### config.mk
export PLATFORM = sky130hd
export DESIGN_NAME = pws_cell
export DESIGN_NICKNAME = d
export VERILOG_FILES = /design/src/sv/pws_pkg.sv /design/src/sv/pws_cell.sv
export SDC_FILE = /design/constraint.sdc
export NUM_CORES = 1
export LEC_CHECK = 0
export BUFFER_PORTS_ARGS = -buffer_cell sky130_fd_sc_hd__buf_4
export CAP_MARGIN = 20
export CORE_UTILIZATION = 41
export CTS_CLUSTER_SIZE = 30
export DETAILED_ROUTE_END_ITERATION = 12
export PLACE_DENSITY = 0.68
export SLEW_MARGIN = 20
export SYNTH_ARGS = -nofsm -noshare
export SYNTH_HDL_FRONTEND = slang
export SYNTH_SLANG_ARGS = --single-unit
### constraint.sdc
create_clock -name i_clk -period 13.2 [get_ports i_clk]
set_input_delay 1.98 -clock i_clk [delete_from_list [all_inputs] [get_ports i_clk]]
set_output_delay 1.98 -clock i_clk [all_outputs]
set_load 0.1 [all_outputs]
### src/sv/pws_pkg.sv
// ---------------------------------------------------------------------------
// pws_pkg
// Shared constants, operation codes and types of the window scorer.
// ---------------------------------------------------------------------------
`default_nettype none

package pws_pkg;

    // matrix size
    localparam int MAX_LEN  = 32;
    localparam int ALPHABET = 4;
    localparam int CHARS    = 256;

    // field widths
    localparam int OP_W    = 2;
    localparam int POS_W   = $clog2(MAX_LEN);
    localparam int LET_W   = $clog2(ALPHABET);
    localparam int SCORE_W = 16;
    localparam int CHAR_W  = 8;
    localparam int SUM_W   = 21;
    localparam int LEN_W   = 6;

    // config port
    localparam int CFG_DW    = 32;
    localparam int CFG_AW    = 3;
    localparam int CFG_IDX_W = 1;
    localparam logic [CFG_IDX_W-1:0] REG_MOTIF_LEN = 1'b0;

    // operation codes
    typedef enum logic [OP_W-1:0] {
        OP_LOAD_SCORE = 2'd0,
        OP_LOAD_MAP   = 2'd1,
        OP_PUSH       = 2'd2,
        OP_NEW_SEQ    = 2'd3
    } t_op;

    // control word broadcast along the cell row
    typedef struct packed {
        logic                      push;
        logic                      clear;
        logic                      load;
        logic [LET_W-1:0]          load_letter;
        logic signed [SCORE_W-1:0] load_value;
    } t_cell_ctl;

endpackage

`default_nettype wire

### src/sv/pws_cell.sv
// ---------------------------------------------------------------------------
// pws_cell
// One matrix position: its score column and the partial sum of one open window.
// ---------------------------------------------------------------------------
`default_nettype none

module pws_cell import pws_pkg::*; (
    input  wire logic                    i_clk,
    input  wire logic                    i_rst_n,
    input  wire t_cell_ctl               i_ctl,
    input  wire logic [LET_W-1:0]        i_letter,
    input  wire logic signed [SUM_W-1:0] i_prev_sum,
    output logic signed [SUM_W-1:0]      o_sum,
    output logic signed [SUM_W-1:0]      o_sum_next
);

    logic signed [SCORE_W-1:0] r_col [ALPHABET];
    logic signed [SUM_W-1:0]   r_sum;
    logic signed [SUM_W:0]     w_wide;

    // score column load
    always_ff @(posedge i_clk) begin
        if (i_ctl.load) begin
            r_col[i_ctl.load_letter] <= i_ctl.load_value;
        end
    end

    // neighbor sum plus this position's score, saturated
    always_comb begin
        w_wide = {i_prev_sum[SUM_W-1], i_prev_sum} + (SUM_W+1)'(r_col[i_letter]);
        if (w_wide[SUM_W] != w_wide[SUM_W-1]) begin
            o_sum_next = w_wide[SUM_W] ? {1'b1, {(SUM_W-1){1'b0}}}
                                       : {1'b0, {(SUM_W-1){1'b1}}};
        end else begin
            o_sum_next = w_wide[SUM_W-1:0];
        end
    end

    // partial sum register
    always_ff @(posedge i_clk) begin
        if (!i_rst_n) begin
            r_sum <= '0;
        end else if (i_ctl.clear) begin
            r_sum <= '0;
        end else if (i_ctl.push) begin
            r_sum <= o_sum_next;
        end
    end

    assign o_sum = r_sum;

endmodule

`default_nettype wire

=== Yosys cells after proc, flatten, opt, wreduce, memory -nomap -nowiden ===
Memory sizes are Yosys's and may differ from the RTL's.
Index checks and enable logic that the tools add are counted.

* Register bits: 21
* Memory bits (writable): 64
* Input bits: 46
* Output and inout bits: 42
* Logic and storage cells: 10
* Memories: 1

{| class="wikitable"
|+ Memory list
! memory !! depth !! width !! rd ports !! clocked after Yosys merged registers in !! write ports !! line !! source
|-
| r_col || 4 || 16 || 1 || 0 || 1 || pws_cell.sv:17 || <nowiki>logic signed [SCORE_W-1:0] r_col [ALPHABET];</nowiki>
|}

* $add $sub $neg: 1
* Equal/unequal tests: 1
* Muxes and demuxes: 4
* Bitwise operators: 1
* Reductions and logical operators: 1

{| class="wikitable"
|+ Operators by type and width
! kind !! count
|-
| $mux W21 || 2
|-
| $add A21 B16 Y22 || 1
|-
| $mux W1 || 2
|-
| $reduce_or A2 Y1 || 1
|-
| $ne A1 B1 Y1 || 1
|-
| $not A1 Y1 || 1
|}

=== Longest topological paths before layout ===
An unclocked memory read counts as a cell.

* Depth in word-level cells: 4
* Gate-level depth with buffers: 14
* Depth with buffers taken out: 12

=== Worst setup path before layout ===
Ideal clock, no wire load.

* Path kind: input port to output port
* Start point: in i_letter[0]
* End point: out o_sum_next[0]
* Data arrival time: 7.298 ns
* Required time: 11.220 ns
* Setup slack: 3.922 ns
* Cell stages on the path: 12
* Cell sequence: clkbuf_1 buf_1 mux4_2 ha_1 and3_1 and4_4 a31oi_4 a2111oi_4 o32ai_2 or3_4 clkbuf_1 nand2_1

* Cells in the longest elaborated chain, start to end: 4
* Elaborated cells on any way between the ends: 5

{| class="wikitable"
|+ RTL lines
! item !! line !! source
|-
| start, declared || pws_cell.sv:11 || <nowiki>input wire logic [LET_W-1:0] i_letter,</nowiki>
|-
| $mem_v2 Z4 W16 (*) || - ||
|-
| $add A21 B16 Y22 (*) || pws_cell.sv:30 || <nowiki>w_wide = {i_prev_sum[SUM_W-1], i_prev_sum} + (SUM_W+1)'(r_col[i_letter]);</nowiki>
|-
| $mux W21 or $ne A1 B1 Y1 (tied branches) || pws_cell.sv:32, pws_cell.sv:31 ||
|-
| $mux W21 (*) || pws_cell.sv:31 || <nowiki>if (w_wide[SUM_W] != w_wide[SUM_W-1]) begin</nowiki>
|-
| end, declared || pws_cell.sv:14 || <nowiki>output logic signed [SUM_W-1:0] o_sum_next</nowiki>
|}

Every way passes the cells marked *; elsewhere a longest branch is shown, timed or not.

=== Worst setup path in the final report ===
* Start point: in i_letter[0]
* End point: out o_sum_next[1]

Same word-level chain as after synthesis.

==> impl_summary.txt <==
----------------------------------------------------
[Global routing]
  GR Util All Layers ... 0.182
  Grt ovf ... 0
  Via count of the first global-routing pass ... ~3,200
  Global-route wire length before repair ... roughly 16,000 um
  Number of antenna violations at the first check in global routing ... 0
  Pin count of the biggest net entering global routing ... 38

[Floorplanning]
  Floorplan die width ... around 110 um
  Initial Utilization ... 0.431
  Core Region ... 10,500 um2
  Overall die area ... 11,500 um2
  Total number of placement rows ... 37
  Die Span Y ... approximately 110 um
  Number of primary I/O pins ... roughly 90

[Worst setup path]
  Length in cells of the worst reg-to-reg path ... 12
  CP dominant cell by count ... sky130_fd_sc_hd__buf_4
  Worst flop-to-flop path endpoint ... o_sum[15]
  Category of the worst setup path launch point ... input pin
  Cell with the largest stage delay on the worst path ... sky130_fd_sc_hd__mux4_2
  Beginning of the worst register-to-register path ... r_col[3][0]
  Arrival time at the worst endpoint ... approximately 5.6 ns
  Startpoint-to-endpoint class of the critical path ... input pin to primary output
  Delay contributed by the slowest stage of the critical path ... between 0.5 and 0.6 ns
  Cells along the critical path ... buf_4 > mux4_2 > ha_1 > inv_1 > fa_1 > nor2b_1 > o31a_1 > a221oi_2 > o21ai_2 > mux2i_1 > or3_4 > a21boi_1 > buf_4
  CP Data Required Time ... 11.22 ns
  Critical path capture point type ... primary output
  Setup crit start ... i_letter[0]
  FF-to-FF setup slack ... about 9.7 ns
  Maximum net fanout on the critical path ... 22
  WP buf/inv ... 3
  CP top delay family ... compound AO/OA/AOI/OAI gates

[Timing]
  Endpoints failing hold ... 0
  Worst-Margin Slew ... roughly 1.1 ns
  Final critical-path required period ... between 7 and 8 ns
  Fin crit share ... 0.574
  Max Clk Rate ... between 0.1 and 0.15 GHz
  Setup TNS Final ... 0 ns
  Max-slew violation count ... 0
  Count of endpoints failing setup in the final report ... 0
  Unrepaired setup endpoints after global routing ... no
  Fin Clk Skew ... about 0.012 ns
  Slew margin rel. ... 0.293

[CTS]
  H-tree levels ... 3
  Clock-pin slew of the registers on the worst-case setup and hold paths ... around 0.080 ns
  Buffer cell driving the clock tree root ... sky130_fd_sc_hd__clkbuf_8
  Clock tree from TritonCTS ... built
  Setup repair bufs after CTS ... 0
  Skew-Pair Late Insertion Delay ... 0.36 ns
  TritonCTS sink count ... 85
  Cts bufs inserted ... 9
  Quantity of gates resized following cts ... 0
  Buffer levels on the longest clock path ... 2
  Number of hold-repair buffers added at the cts stage ... 0

[Detailed routing]
  Wire length per cell ... roughly 16 um
  Overall routed net length ... slightly below 10,000 um
  Total number of vias ... approximately 3,300
  DRT antenna net count ... 0
  Remaining design rule violation count ... 0
  Via density per instance ... 5.34
  DRT Pass-1 Iters ... 4
  First DRT Iteration DRCs ... ~120

[Job]
  Number of violations of the max-capacitance limit ... 0

[Logic synthesis]
  Number of nets produced by synthesis ... around 460
  Cells taking the most area after synthesis ... sky130_fd_sc_hd__edfxtp_1, sky130_fd_sc_hd__dfxtp_1, sky130_fd_sc_hd__mux4_2
  Netlist cell types ... 58
  Most instantiated flip-flop cell in the synthesis netlist ... sky130_fd_sc_hd__edfxtp_1
  Count of flip-flops with a built-in enable after synthesis ... 64
  Portion of synthesized cell area occupied by the leading cell type ... 0.425
  Number of cells produced by synthesis ... a little under 400
  Dominant cell type by area after synthesis ... sky130_fd_sc_hd__edfxtp_1
  Yosys reg bits ... 85
  YS warnings ... 0
  Syn Std Cell Area ... between 4000 and 5000 um2
  Share of the yosys chip area belonging to registers ... 0.517
  Mean instance size in the synthesized netlist ... 11.5 um2
  Async set-reset flop share out of synthesis ... 0

[Finish]
  Most common library cell in the layout ignoring fill and taps ... sky130_fd_sc_hd__buf_4
  Synth-to-Final Area Change ... 20.7%
  Layout fillers ... ~940
  Antenna diode count ... 0
  Number of non-filler instances in the completed layout ... 615
  Net count, final ... about 540
  Proportion of layout cells with a drive suffix above 1 ... 0.305
  Area of the multi-input gates ... approximately 2100 um2
  Post-route cell area ... approximately 5500 um2
  Most frequent cells in the layout ... sky130_fd_sc_hd__buf_4, sky130_fd_sc_hd__edfxtp_1, sky130_fd_sc_hd__nand2_1
  Area used by sequential logic in the layout ... 2340 um2

[Min path]
  Number of cells traversed by the worst hold path ... 2
  WHS Endpoint ... o_sum[19]
  Classification of the worst-slack hold path ... flip-flop to flip-flop
  Startpoint of the lowest-slack hold path ... o_sum[19]

[Pwr]
  PD cells ... around 170 nW/um2
  Peak VDD IR ... approximately 0.00017 V
  Total Power Consumption ... 952 uW
  Cell leakage power ... between 0.002 and 0.0025 uW

[Placed design]
  Final estimated routing congestion in global placement ... approximately 0.82
  Placed inst area ... around 5300 um2
  # port buffers ... 87
  Detailed Place HPWL ... just over 7000 um
  Total instance count after detailed placement ... 600

[Outcome]
  Run status ... finished, final reports clean

----------------------------------------------------
-- worst register-to-register path, delay by kind of cell (launching register included) --
kind / cells / cell delay [ns]
flops: 1 / 0.37
fa+ha+maj: 2 / 0.42
buf+inv: 1 / 0.07
mux: 2 / 0.70
simple gates: 2 / 0.26
compound gates: 5 / 1.62
-- Yosys cell counts (2+ instances only) --
cell type                  instances
sky130_fd_sc_hd__o21bai_1          2
sky130_fd_sc_hd__or3_1             3
sky130_fd_sc_hd__nand4_1           3
sky130_fd_sc_hd__and3_1            3
sky130_fd_sc_hd__nand2_1          56
sky130_fd_sc_hd__a21oi_1          35
sky130_fd_sc_hd__inv_1             9
sky130_fd_sc_hd__xnor2_1          11
sky130_fd_sc_hd__nor2b_1           3
sky130_fd_sc_hd__nand2b_1          4
sky130_fd_sc_hd__buf_2             2
sky130_fd_sc_hd__a221oi_1          2
sky130_fd_sc_hd__nand3_1           3
sky130_fd_sc_hd__xor2_1            2
sky130_fd_sc_hd__o21a_1            4
sky130_fd_sc_hd__nor3_1           11
sky130_fd_sc_hd__dfxtp_1          21
sky130_fd_sc_hd__o21ai_0           9
sky130_fd_sc_hd__ha_1             21
sky130_fd_sc_hd__a21o_1            5
sky130_fd_sc_hd__o21ai_2           2
sky130_fd_sc_hd__o211ai_1          2
sky130_fd_sc_hd__mux4_2           16
sky130_fd_sc_hd__clkbuf_1         15
sky130_fd_sc_hd__nor2_1           41
sky130_fd_sc_hd__edfxtp_1         64
sky130_fd_sc_hd__nor3_2           10
sky130_fd_sc_hd__a211oi_1          3
sky130_fd_sc_hd__o21ai_1           3
-- sequential cells by signal, summed over array words and instances, names as in the netlist --
| name | flops |
|---|---|
| r_col | 64 |
| o_sum | 21 |
-- per-stage QoR --
stage          hold slack (ns)  utilization  worst slack (ns)
2_1_floorplan            0.914            -              3.92
4_1_cts                  0.482        0.520              5.60
6_report                 0.480        0.520              5.63
3_3_place_gp             0.466        0.504              5.70
5_1_grt                  0.516        0.520              5.37
3_5_place_dp             0.467        0.504              5.61
-- kinds of logic after synthesis --
group | after synthesis | synth area share
buffers and inverters | 29 | 0.0271
AOI/OAI and AO/OA | 83 | 0.131
muxes | 17 | 0.0818
adders and majority gates | 22 | 0.0625
xor gates and xnor gates | 13 | 0.0252
and+or+nand+nor | 145 | 0.155
DFF | 85 | 0.517
-- power breakdown --
group / leakage (uW) / internal, uW / total, uW / switching (uW)
logic: 0.00130 / 113 / 477 / 364
registers: 0.000760 / 302 / 307 / 4.50
clock network: 0.0000836 / 69.3 / 168 / 99.0
total: 0.00214 / 484 / 952 / 468
-- final cells by class --
| type | instances | share of cell area |
|---|---|---|
| Inverter | 9 | 0.00618 |
| Sequential cell | 85 | 0.429 |
| Timing Repair Buffer | 90 | 0.124 |
| Clock buffer | 9 | 0.0227 |
| Clock inverter | 6 | 0.00893 |
| Multi-Input combinational cell | 280 | 0.379 |
| Tap cell | 136 | 0.0311 |
-- worst max-delay path by stage --
| stage | to | cells after the start | slack [ns] |
|---|---|---|---|
| finish | o_sum_next[1] | 13 | 5.63 |
| floorplan | o_sum_next[0] | 12 | 3.92 |
| global route | o_sum_next[1] | 14 | 5.37 |
| detailed placement | o_sum_next[1] | 13 | 5.61 |
| CTS | o_sum_next[1] | 13 | 5.60 |
| global placement | o_sum_next[1] | 13 | 5.70 |
-- routing by layer --
metal,global-route usage,share of wire
met4,0.0479,0.0070
met3,0.0419,0.046
met1,0.235,0.46
met2,0.306,0.49
met5,0,0
Power figures use the tool's default switching activity.
