`config.mk`:
```
export PLATFORM = sky130hd
export DESIGN_NAME = pws_cmap
export DESIGN_NICKNAME = d
export VERILOG_FILES = /design/src/sv/pws_pkg.sv /design/src/sv/pws_cmap.sv
export SDC_FILE = /design/constraint.sdc
export NUM_CORES = 1
export LEC_CHECK = 0
export ABC_AREA = 1
export BUFFER_PORTS_ARGS = -buffer_cell sky130_fd_sc_hd__buf_4
export CELL_PAD_IN_SITES_DETAIL_PLACEMENT = 2
export CELL_PAD_IN_SITES_GLOBAL_PLACEMENT = 2
export CORE_AREA = 3 3 345 347
export CTS_CLUSTER_SIZE = 24
export DETAILED_ROUTE_END_ITERATION = 12
export DIE_AREA = 0 0 348 350
export GPL_TIMING_DRIVEN = 1
export HOLD_SLACK_MARGIN = 0.08
export PLACE_DENSITY_LB_ADDON = 0.1
export SLEW_MARGIN = 10
export SYNTH_ARGS = -nofsm -noshare
export SYNTH_HDL_FRONTEND = slang
export SYNTH_SLANG_ARGS = --single-unit
```
`constraint.sdc`:
```
create_clock -name i_clk -period 1.5 [get_ports i_clk]
set_input_delay 0.075 -clock i_clk [delete_from_list [all_inputs] [get_ports i_clk]]
set_output_delay 0.075 -clock i_clk [all_outputs]
set_load 0.01 [all_outputs]
```
`src/sv/pws_pkg.sv`:
```
// ---------------------------------------------------------------------------
// pws_pkg
// Shared constants, operation codes and types of the window scorer.
// ---------------------------------------------------------------------------
`default_nettype none

package pws_pkg;

    // matrix size
    localparam int MAX_LEN  = 32;
    localparam int ALPHABET = 4;
    localparam int CHARS    = 256;

    // field widths
    localparam int OP_W    = 2;
    localparam int POS_W   = $clog2(MAX_LEN);
    localparam int LET_W   = $clog2(ALPHABET);
    localparam int SCORE_W = 16;
    localparam int CHAR_W  = 8;
    localparam int SUM_W   = 21;
    localparam int LEN_W   = 6;

    // config port
    localparam int CFG_DW    = 32;
    localparam int CFG_AW    = 3;
    localparam int CFG_IDX_W = 1;
    localparam logic [CFG_IDX_W-1:0] REG_MOTIF_LEN = 1'b0;

    // operation codes
    typedef enum logic [OP_W-1:0] {
        OP_LOAD_SCORE = 2'd0,
        OP_LOAD_MAP   = 2'd1,
        OP_PUSH       = 2'd2,
        OP_NEW_SEQ    = 2'd3
    } t_op;

    // control word broadcast along the cell row
    typedef struct packed {
        logic                      push;
        logic                      clear;
        logic                      load;
        logic [LET_W-1:0]          load_letter;
        logic signed [SCORE_W-1:0] load_value;
    } t_cell_ctl;

endpackage

`default_nettype wire

```
`src/sv/pws_cmap.sv`:
```
// ---------------------------------------------------------------------------
// pws_cmap
// Byte-to-letter map: letter memory with per-entry valid flops, registered read.
// ---------------------------------------------------------------------------
`default_nettype none

module pws_cmap import pws_pkg::*; (
    input  wire logic              i_clk,
    input  wire logic              i_rst_n,
    input  wire logic              i_we,
    input  wire logic [CHAR_W-1:0] i_wr_code,
    input  wire logic [LET_W-1:0]  i_wr_letter,
    input  wire logic              i_wr_valid,
    input  wire logic              i_re,
    input  wire logic [CHAR_W-1:0] i_rd_code,
    output logic      [LET_W-1:0]  o_rd_letter,
    output logic                   o_rd_valid
);

    logic [LET_W-1:0] r_letter_mem [CHARS];
    logic [CHARS-1:0] r_valid;
    logic [LET_W-1:0] r_rd_letter;
    logic             r_rd_valid;

    // valid marks, cleared at reset
    always_ff @(posedge i_clk) begin
        if (!i_rst_n) begin
            r_valid <= '0;
        end else if (i_we) begin
            r_valid[i_wr_code] <= i_wr_valid;
        end
    end

    // letter memory; letter of an unmapped entry is never used
    always_ff @(posedge i_clk) begin
        if (i_we && i_wr_valid) begin
            r_letter_mem[i_wr_code] <= i_wr_letter;
        end
    end

    // registered lookup
    always_ff @(posedge i_clk) begin
        if (i_re) begin
            r_rd_letter <= r_letter_mem[i_rd_code];
            r_rd_valid  <= r_valid[i_rd_code];
        end
    end

    assign o_rd_letter = r_rd_letter;
    assign o_rd_valid  = r_rd_valid;

endmodule

`default_nettype wire

```
# After elaboration in Yosys (flattened, before gate mapping)

Memory sizes are Yosys's and may differ from the RTL's. A register that Yosys moved wholly into a read port is not among the register bits.
Index checks and enable logic that the tools add are counted.

Output and inout port bits: 3
Memories: 1
Input port bits: 23
Register bits: 257
Logic and storage cells: 15
RAM bits: 512

Memories:

| memory       | depth | width | read ports | clocked after memory_dff | wr ports | line           | text |
|---|---|---|---|---|---|---|---|
| r_letter_mem | 256   | 2     | 1          | 1                        | 1        | pws_cmap.sv:20 | `logic [LET_W-1:0] r_letter_mem [CHARS];` |

Muxes and demuxes: 7
Reductions and logical operators: 2
Magnitude comparators: 3

Operators with widths:

| cell               | number |
|---|---|
| $bwmux 256         | 1 |
| $lt 8x9->1 const B | 2 |
| $bmux 1 s8         | 1 |
| $demux 1 s8        | 1 |
| $ge 8x1->1 const B | 1 |
| $mux 1             | 4 |
| $logic_and 1x1->1  | 2 |

# Longest topological paths before layout

Gate-level depths: netlist of run 1.

Word-level depth: 5
Depth in mapped cells: 14
Mapped depth without buffers: 11

# Least setup slack after synthesis of run 1

No wires, ideal clock.

Path kind: input -> register
Start point: input i_rd_code[0]
End point: register r_rd_valid, in the netlist o_rd_valid (data pin)
Setup slack: 0.097 ns
Required time: 1.247 ns
Arrival time: 1.150 ns
Library setup time: 0.253 ns
Cell stages on the path: 13
Buffers on the path: 3
Cell sequence: buf_4 > buf_2 > buf_2 > nand2_1 > nand3_1 > nand3_1 > nand3_1 > nand3_1 > nand2_1 > nand2_1 > nand3_1 > nand3_1 > nand2_1

Word-level cells in the longest chain between the ends: 2

RTL lines:

| what                         | line           | text |
|---|---|---|
| from (decl)                  | pws_cmap.sv:15 | `input wire logic [CHAR_W-1:0] i_rd_code,` |
| $bmux 1 s8                   | pws_cmap.sv:45 | `r_rd_valid <= r_valid[i_rd_code];` |
| $mux 1 (implied by the code) | pws_cmap.sv:45 |  |
| to (signal assigned)         | pws_cmap.sv:45 |  |
| to (decl)                    | pws_cmap.sv:23 | `logic r_rd_valid;` |

No other way between the ends. The select of a mux whose other input is x is not followed.
A chain may end at the register's enable or synchronous reset.

# Worst setup path in the final report of run 1

Start point: register r_valid[120]
End point: register r_rd_valid, in the netlist o_rd_valid (data pin)

Word-level cells in the longest chain between the ends: 2

RTL lines:

| what                              | line           | text |
|---|---|---|
| from (decl)                       | pws_cmap.sv:21 | `logic [CHARS-1:0] r_valid;` |
| from (signal, indexed assignment) | pws_cmap.sv:30 | `r_valid[i_wr_code] <= i_wr_valid;` |
| $bmux 1 s8                        | pws_cmap.sv:45 |  |
| $mux 1 (implied by the code)      | pws_cmap.sv:45 |  |

No other way between the ends. The select of a mux whose other input is x is not followed.

==> flow_summary.ini, run 1 <==
[outcome]
status = complete, but fails checks
violations = negative setup slack

[pwr]
pwr-share-seq_pct = 44.6
finalPower_w = 0.05084
ir_drop_uv = 869.6
p_sw_w = 0.01260
p_int_w = 0.03824
swShare_pct = 24.78
pwr-share-comb_pct = 8.7
clkPwrFrac_pct = 46.6
leakage_nw = 15.51
p_per_area_nw_per_um2 = 1139

[job]
maxCapViolations = 0

[timing]
hold_viol = 0
finalHoldWorstSlack_ps = 126.0
tightestPinTransition_ps = 566.3
skew_ps = 23.93
slew_violations = 0
slew-limit-headroom_pct = 62.25
tns_ps = -97.36
fmax_mhz = 648.7
setup_ws_ps = -41.61
period_minus_slack_ps = 1542
rsz0062_at_grt = true
timing.final.crit_share_pct = 102.8
setup_violations = 3

[drt]
routedWlPerCell_um = 25.69
post-route-drc-count = 0
vias = 29790
ant_nets = 0
first_iter_violations = 2008
totalWireLength_um = 146500
dr.pass1.iters = 5
viasPerCell = 5.222

[setup_path]
cp_max_fo = 2
reg2reg_from = r_valid[120]
cp_num_buf_inv = 0
crit_path_start_kind = flop
crit_required_ps = 1930
worstReg2RegEnd = o_rd_valid
crit_chain = nand2_2 -> nand3_1 -> nand3_1 -> nand3_2 -> nand3_2 -> nand2_1 -> nand2_1 -> nand3_2 -> nand3_1 -> nand2_1
worstSetupPathType = flop to flop
crit_arrival_ps = 1970
cp_top_family = simple AND/OR/NAND/NOR gates
reg2reg_depth = 10
slowest_delay_ps = 350
cp_slowest_cell = dfxtp_2
ff2ff_setup_slack_ps = -40
crit_path_end_kind = flop

[clock_tree]
numCtsBuffers = 95
cts.htree.levels = 3
path_clk_slew_ps = 70
cts_tree = yes
cts_sinks = 771
clkLatencyLatePin_ps = 680
ctsRootBufferMaster = clkbuf_16
cts_setup_buffers = 0
cts_max_path_buffers = 3

[yosys]
ys_warn_count = 0
synth_area_per_cell_um2 = 9.124
ys_ff_latch = 771
synth_area_um2 = 34730
syn_nets = 3830
synthCells = 3807
ys_seq_area_share_pct = 59.28
synth.distinct_cells = 21

[finish]
stdcell_area_um2 = 44630
multi_input_area_um2 = 12630
seqCellArea_um2 = 20590
post-route-util_pct = 38.41
fill_cells = 12450
nets = 4121
syn_to_final_growth_pct = 28.50
drive_above_1_share_pct = 23.73

[placement]
hpwl_um = 96190
placed_cell_area_um2 = 40150
place_congestion = 0.8208
io_buffer_count = 25

[global_route]
antenna_found_initial = 7
grt_overflow = 0
grt_pass1_vias = 33010
grt_usage_pct = 23.96
grt_start_max_net_pins = 63
grt_pass1_wl_um = 219200

[floorplan]
dieHeight_um = 350
die_x_um = 348
rows = 125
pin_count = 26
dieArea_um2 = 121800
core_um2 = 116200
start_util_pct = 29.89

[worst_hold_path]
min_from = i_wr_code[1]
whs_path_depth = 6
hold_path.class = input port to flop
hold_end = r_valid[191]
==> tightest hold or removal path, delay by kind of cell <==
| family | cells | cell delay, ps |
|---|---|---|
| AO/OA/AOI/OAI | 1 | 60 |
| AND/OR/NAND/NOR | 3 | 310 |
| buffers and inverters | 2 | 300 |
==> routing by layer <==
| layer | up-vias | global-route usage [%] | wire, µm |
|---|---|---|---|
| met2 | 467 | 41.03 | 70820 |
| li1 | 13620 | - | - |
| met3 | 152 | 2.534 | 4990 |
| met1 | 15550 | 32.54 | 67760 |
| met5 | - | 0 | 12 |
| met4 | 2 | 5.791 | 2959 |
==> what timing repair did <==
action                                  4_1_cts  5_1_grt
hold buffers                                 21        2
endpoints found under the hold margin       348        3
endpoints found under the setup margin        3      133
gates resized for setup                     156       73
pin swaps                                    55       21
==> stage by stage <==
step,instances,worst slack (ps)
2_1_floorplan,3807,97.01
3_3_place_gp,5505,-779.0
3_5_place_dp,5505,-817.5
4_1_cts,5702,-20.40
5_1_grt,5701,-146.7
6_report,5705,-41.61
==> cells by family after synthesis <==
| logic type | share of synthesized area [%] |
|---|---|
| and+or+nand+nor | 25.91 |
| DFF | 59.28 |
| buffers and inverters | 7.471 |
| AOI/OAI and AO/OA | 7.334 |
==> power by group through the flow <==
| stage | clock network, W | logic (W) | registers (W) |
|---|---|---|---|
| 2_1_floorplan | 0 | 0.00179 | 0.0231 |
| 3_3_place_gp | 0 | 0.00407 | 0.0231 |
| 3_5_place_dp | 0 | 0.00415 | 0.0231 |
| 4_1_cts | 0.0243 | 0.00442 | 0.0227 |
| 5_1_grt | 0.0252 | 0.00476 | 0.0227 |
| 6_report | 0.0237 | 0.00445 | 0.0227 |
==> how the worst max path moves through the flow <==
stage / from / to / slack (ps) / depth (start not counted)
6_report: r_valid[120] / o_rd_valid / -40 / 10
5_1_grt: r_letter_mem[183][0] / o_rd_letter[0] / -150 / 10
4_1_cts: r_letter_mem[219][1] / o_rd_letter[1] / -20 / 10
2_1_floorplan: i_rd_code[0] / o_rd_valid / 100 / 13
3_3_place_gp: i_rd_code[0] / o_rd_valid / -780 / 14
3_5_place_dp: i_rd_code[0] / o_rd_valid / -820 / 14
==> sequential cells by signal, indices dropped and copies added (netlist names) <==
| register | count |
|---|---|
| r_valid | 256 |
| o_rd_valid | 1 |
| r_letter_mem | 512 |
| o_rd_letter | 2 |
==> cell usage after synthesis (all sizes together) <==
cell | n | area share (%)
dfxtp | 256 | 15
nor2 | 62 | 0.88
inv | 312 | 3.4
nand3 | 761 | 11
buf | 178 | 2.7
clkinv | 2 | 0.022
nand2 | 828 | 9.0
o21ai | 253 | 3.6
a21oi | 256 | 3.7
clkbuf | 128 | 1.4
nor3 | 256 | 5.1
edfxtp | 515 | 45
==> final cells by class <==
type / instances / share of cell area, %
inverters: 314 / 2.725
clock buffers: 138 / 6.240
diodes: 4 / 0.02243
multi-input cells: 2416 / 28.29
repair buffers: 500 / 11.41
flip-flops and latches: 771 / 46.14
clock inverters: 38 / 0.9027
well taps: 1524 / 4.272
==> layout by cell type (no fill, tap or decap), drive strengths merged <==
cell	n
a21oi	256
buf	477
bufinv	8
clkbuf	141
clkinv	28
clkinvlp	1
dfxtp	256
diode	4
dlygate4sd3	20
edfxtp	515
inv	315
nand2	828
nand3	761
nor2	62
nor3	256
o21ai	253
Power figures use the tool's default switching activity.
==> run 2: changes to the inputs <==
--- a/config.mk
+++ b/config.mk
@@ -5,14 +5,13 @@
 export SDC_FILE = /design/constraint.sdc
 export NUM_CORES = 1
 export LEC_CHECK = 0
-export ABC_AREA = 1
 export BUFFER_PORTS_ARGS = -buffer_cell sky130_fd_sc_hd__buf_4
 export CELL_PAD_IN_SITES_DETAIL_PLACEMENT = 2
 export CELL_PAD_IN_SITES_GLOBAL_PLACEMENT = 2
-export CORE_AREA = 3 3 345 347
+export CORE_AREA = 3 3 339 341
 export CTS_CLUSTER_SIZE = 24
 export DETAILED_ROUTE_END_ITERATION = 12
-export DIE_AREA = 0 0 348 350
+export DIE_AREA = 0 0 342 344
 export GPL_TIMING_DRIVEN = 1
 export HOLD_SLACK_MARGIN = 0.08
 export PLACE_DENSITY_LB_ADDON = 0.1
==> flow_summary.ini, run 2 <==
[outcome]
status = complete, but fails checks
violations = negative setup slack

[setup_path]
crit_path_end_kind = flop
crit_required_ps = 1900
crit_arrival_ps = 2590
worstSetupPathType = flop to flop
cp_max_fo = 1
crit_path_start_kind = flop

[yosys]
yosysMostFrequentCell = edfxtp_1
synth_area_per_cell_um2 = 13.25
synth.distinct_cells = 52
synthAdderAreaFrac_pct = 0
ys_ff_latch = 771
synthCells = 2527
synth_top_area_share_pct = 46.18
synth_area_um2 = 33490
post_synth_xor_area_fraction_pct = 0
synthMuxAreaShare_pct = 14.11
synth_simple_gate_area_share_pct = 8.533
synth_top_family_by_area = multiplexers
syn_nets = 2550
ys_top_cells_by_area = edfxtp_1 (46%), dfxtp_1 (15%), mux4_2 (11%), a21boi_0 (5.0%), nor2_1 (3.4%)
ys_seq_area_share_pct = 61.48
yosys-top-cells-count = edfxtp_1 (515), nor2_1 (306), dfxtp_1 (256)
netlist.top_cell.by_area = edfxtp_1
synth-edff-count = 515
synth-compound-area-share_pct = 12.58
ys_warn_count = 0
synth-async-reset-ratio_pct = 0
synth_ff_type = edfxtp_1

[clock_tree]
cts_setup_buffers = 0
cts_sinks = 771
cts_max_path_buffers = 3
cts.htree.levels = 3
numCtsBuffers = 92
path_clk_slew_ps = 60
clkLatencyLatePin_ps = 670
cts_tree = yes
ctsRootBufferMaster = clkbuf_16

[placement]
io_buffer_count = 25
place_congestion = 0.8172
placedCellCount = 4310
hpwl_um = 96470

[drt]
first_iter_violations = 2005
dr.pass1.iters = 5
ant_nets = 0
totalWireLength_um = 141700
routedWlPerCell_um = 31.52
vias = 24370
viasPerCell = 5.421
post-route-drc-count = 0

[global_route]
grt_pass1_vias = 26110
grt_usage_pct = 23.90
grt_pass1_wl_um = 200300
grt_overflow = 0
antenna_found_initial = 14
grt_start_max_net_pins = 82

[finish]
final_common_cell = edfxtp_1
fill_cells = 11190
fin_cells = 4495
nets = 2938
syn_to_final_growth_pct = 28.49
final_cell_mix = edfxtp_1 (515), buf_4 (394), nor2_1 (277), dfxtp_1 (251), a21boi_0 (225)
top_register = r_letter_mem
drive_above_1_share_pct = 30.45
largest_reg_flops = 512
post-route-util_pct = 38.36

[job]
maxCapViolations = 0

[timing]
rsz0062_at_grt = true
hold_viol = 0
setup_violations = 3
setup_ws_ps = -693.1
fmax_mhz = 456.0
tns_ps = -1925
finalHoldWorstSlack_ps = 85.13
slew-limit-headroom_pct = 51.40
period_minus_slack_ps = 2193
skew_ps = 27.78
slew_violations = 0
tightestPinTransition_ps = 725.7
timing.final.crit_share_pct = 146.2

[pwr]
leakage_nw = 14.41
finalPower_w = 0.04907
ir_drop_uv = 821.0
p_per_area_nw_per_um2 = 1140

[floorplan]
dieHeight_um = 344
start_util_pct = 29.85
die_x_um = 342
dieArea_um2 = 117600
core_um2 = 112200
pin_count = 26
rows = 123

[worst_hold_path]
hold_path.class = input port to flop
run 2: cell types whose count changed after synthesis, moves of 159 or more:
cell      before  now
nand2_1      825   67
nor2_1        43  306
inv_1        273    3
mux4_2         0  159
a21boi_0       0  225
nand3_1      761  202
a21oi_1      256   16
run 2: worst max-delay path, cell delays in order (launching register included):
cell and delay [ps]:
edfxtp_1 420, mux4_2 470, mux4_2 540, nand2_4 130, o221ai_2 100, a21oi_2 140, o221ai_1 120
run 2: power breakdown:
group	switching, W	total [W]	internal, W
logic	0.00221	0.00366	0.00145
clock network	0.00959	0.0227	0.0131
registers	0.0000268	0.0227	0.0227
run 2: path summary, 6_finish.rpt:
| path | from | endpoint | slack, ps | cells past startpoint |
|---|---|---|---|---|
| setup / recovery | r_letter_mem[1][0] | o_rd_letter[0] | -690 | 6 |
| hold reg to reg | r_valid[238] | r_valid[238] | 490 | 2 |
| setup reg to reg | r_letter_mem[1][0] | o_rd_letter[0] | -690 | 6 |
| hold / removal | i_wr_code[3] | r_valid[192] | 90 | 6 |
run 2: area by class of cell:
cell class | instances | area (µm²) | area share [%]
repair buffers | 518 | 5281 | 12.27
multi-input cells | 1526 | 12210 | 28.38
clock buffers | 127 | 2584 | 6.004
diodes | 3 | 7.507 | 0.01744
flip-flops and latches | 771 | 20600 | 47.86
clock inverters | 44 | 451.7 | 1.050
inverters | 6 | 23.77 | 0.05524
well taps | 1500 | 1877 | 4.361
run 2: repair_timing:
action	4_1_cts	5_1_grt
setup endpoints to repair	4	371
hold buffers	10	2
endpoints found under the hold margin	803	4
gates resized for setup	30	19
gates cloned	0	1
pin swaps	5	3
run 2: through the flow:
step / area (µm²) / setup slack (ps)
2_1_floorplan: 33880 / -549.3
3_3_place_gp: 39660 / -1093
3_5_place_dp: 39660 / -1144
4_1_cts: 42910 / -763.1
5_1_grt: 43030 / -731.2
6_report: 43030 / -693.1
run 2: per-layer routing:
layer	wire, µm	track usage [%]	vias up
li1	-	-	10450
met3	7528	3.404	187
met2	65720	38.54	629
met4	4039	7.243	2
met5	13	0	-
met1	64400	33.44	13100
run 2: cell families (layout without fill, tap and decap cells):
kind of cell | count (synthesis) | count (layout)
AO/OA/AOI/OAI | 623 | 623
buffers and inverters | 230 | 695
flip-flops | 771 | 771
multiplexers | 253 | 253
other | 0 | 3
AND/OR/NAND/NOR | 650 | 650
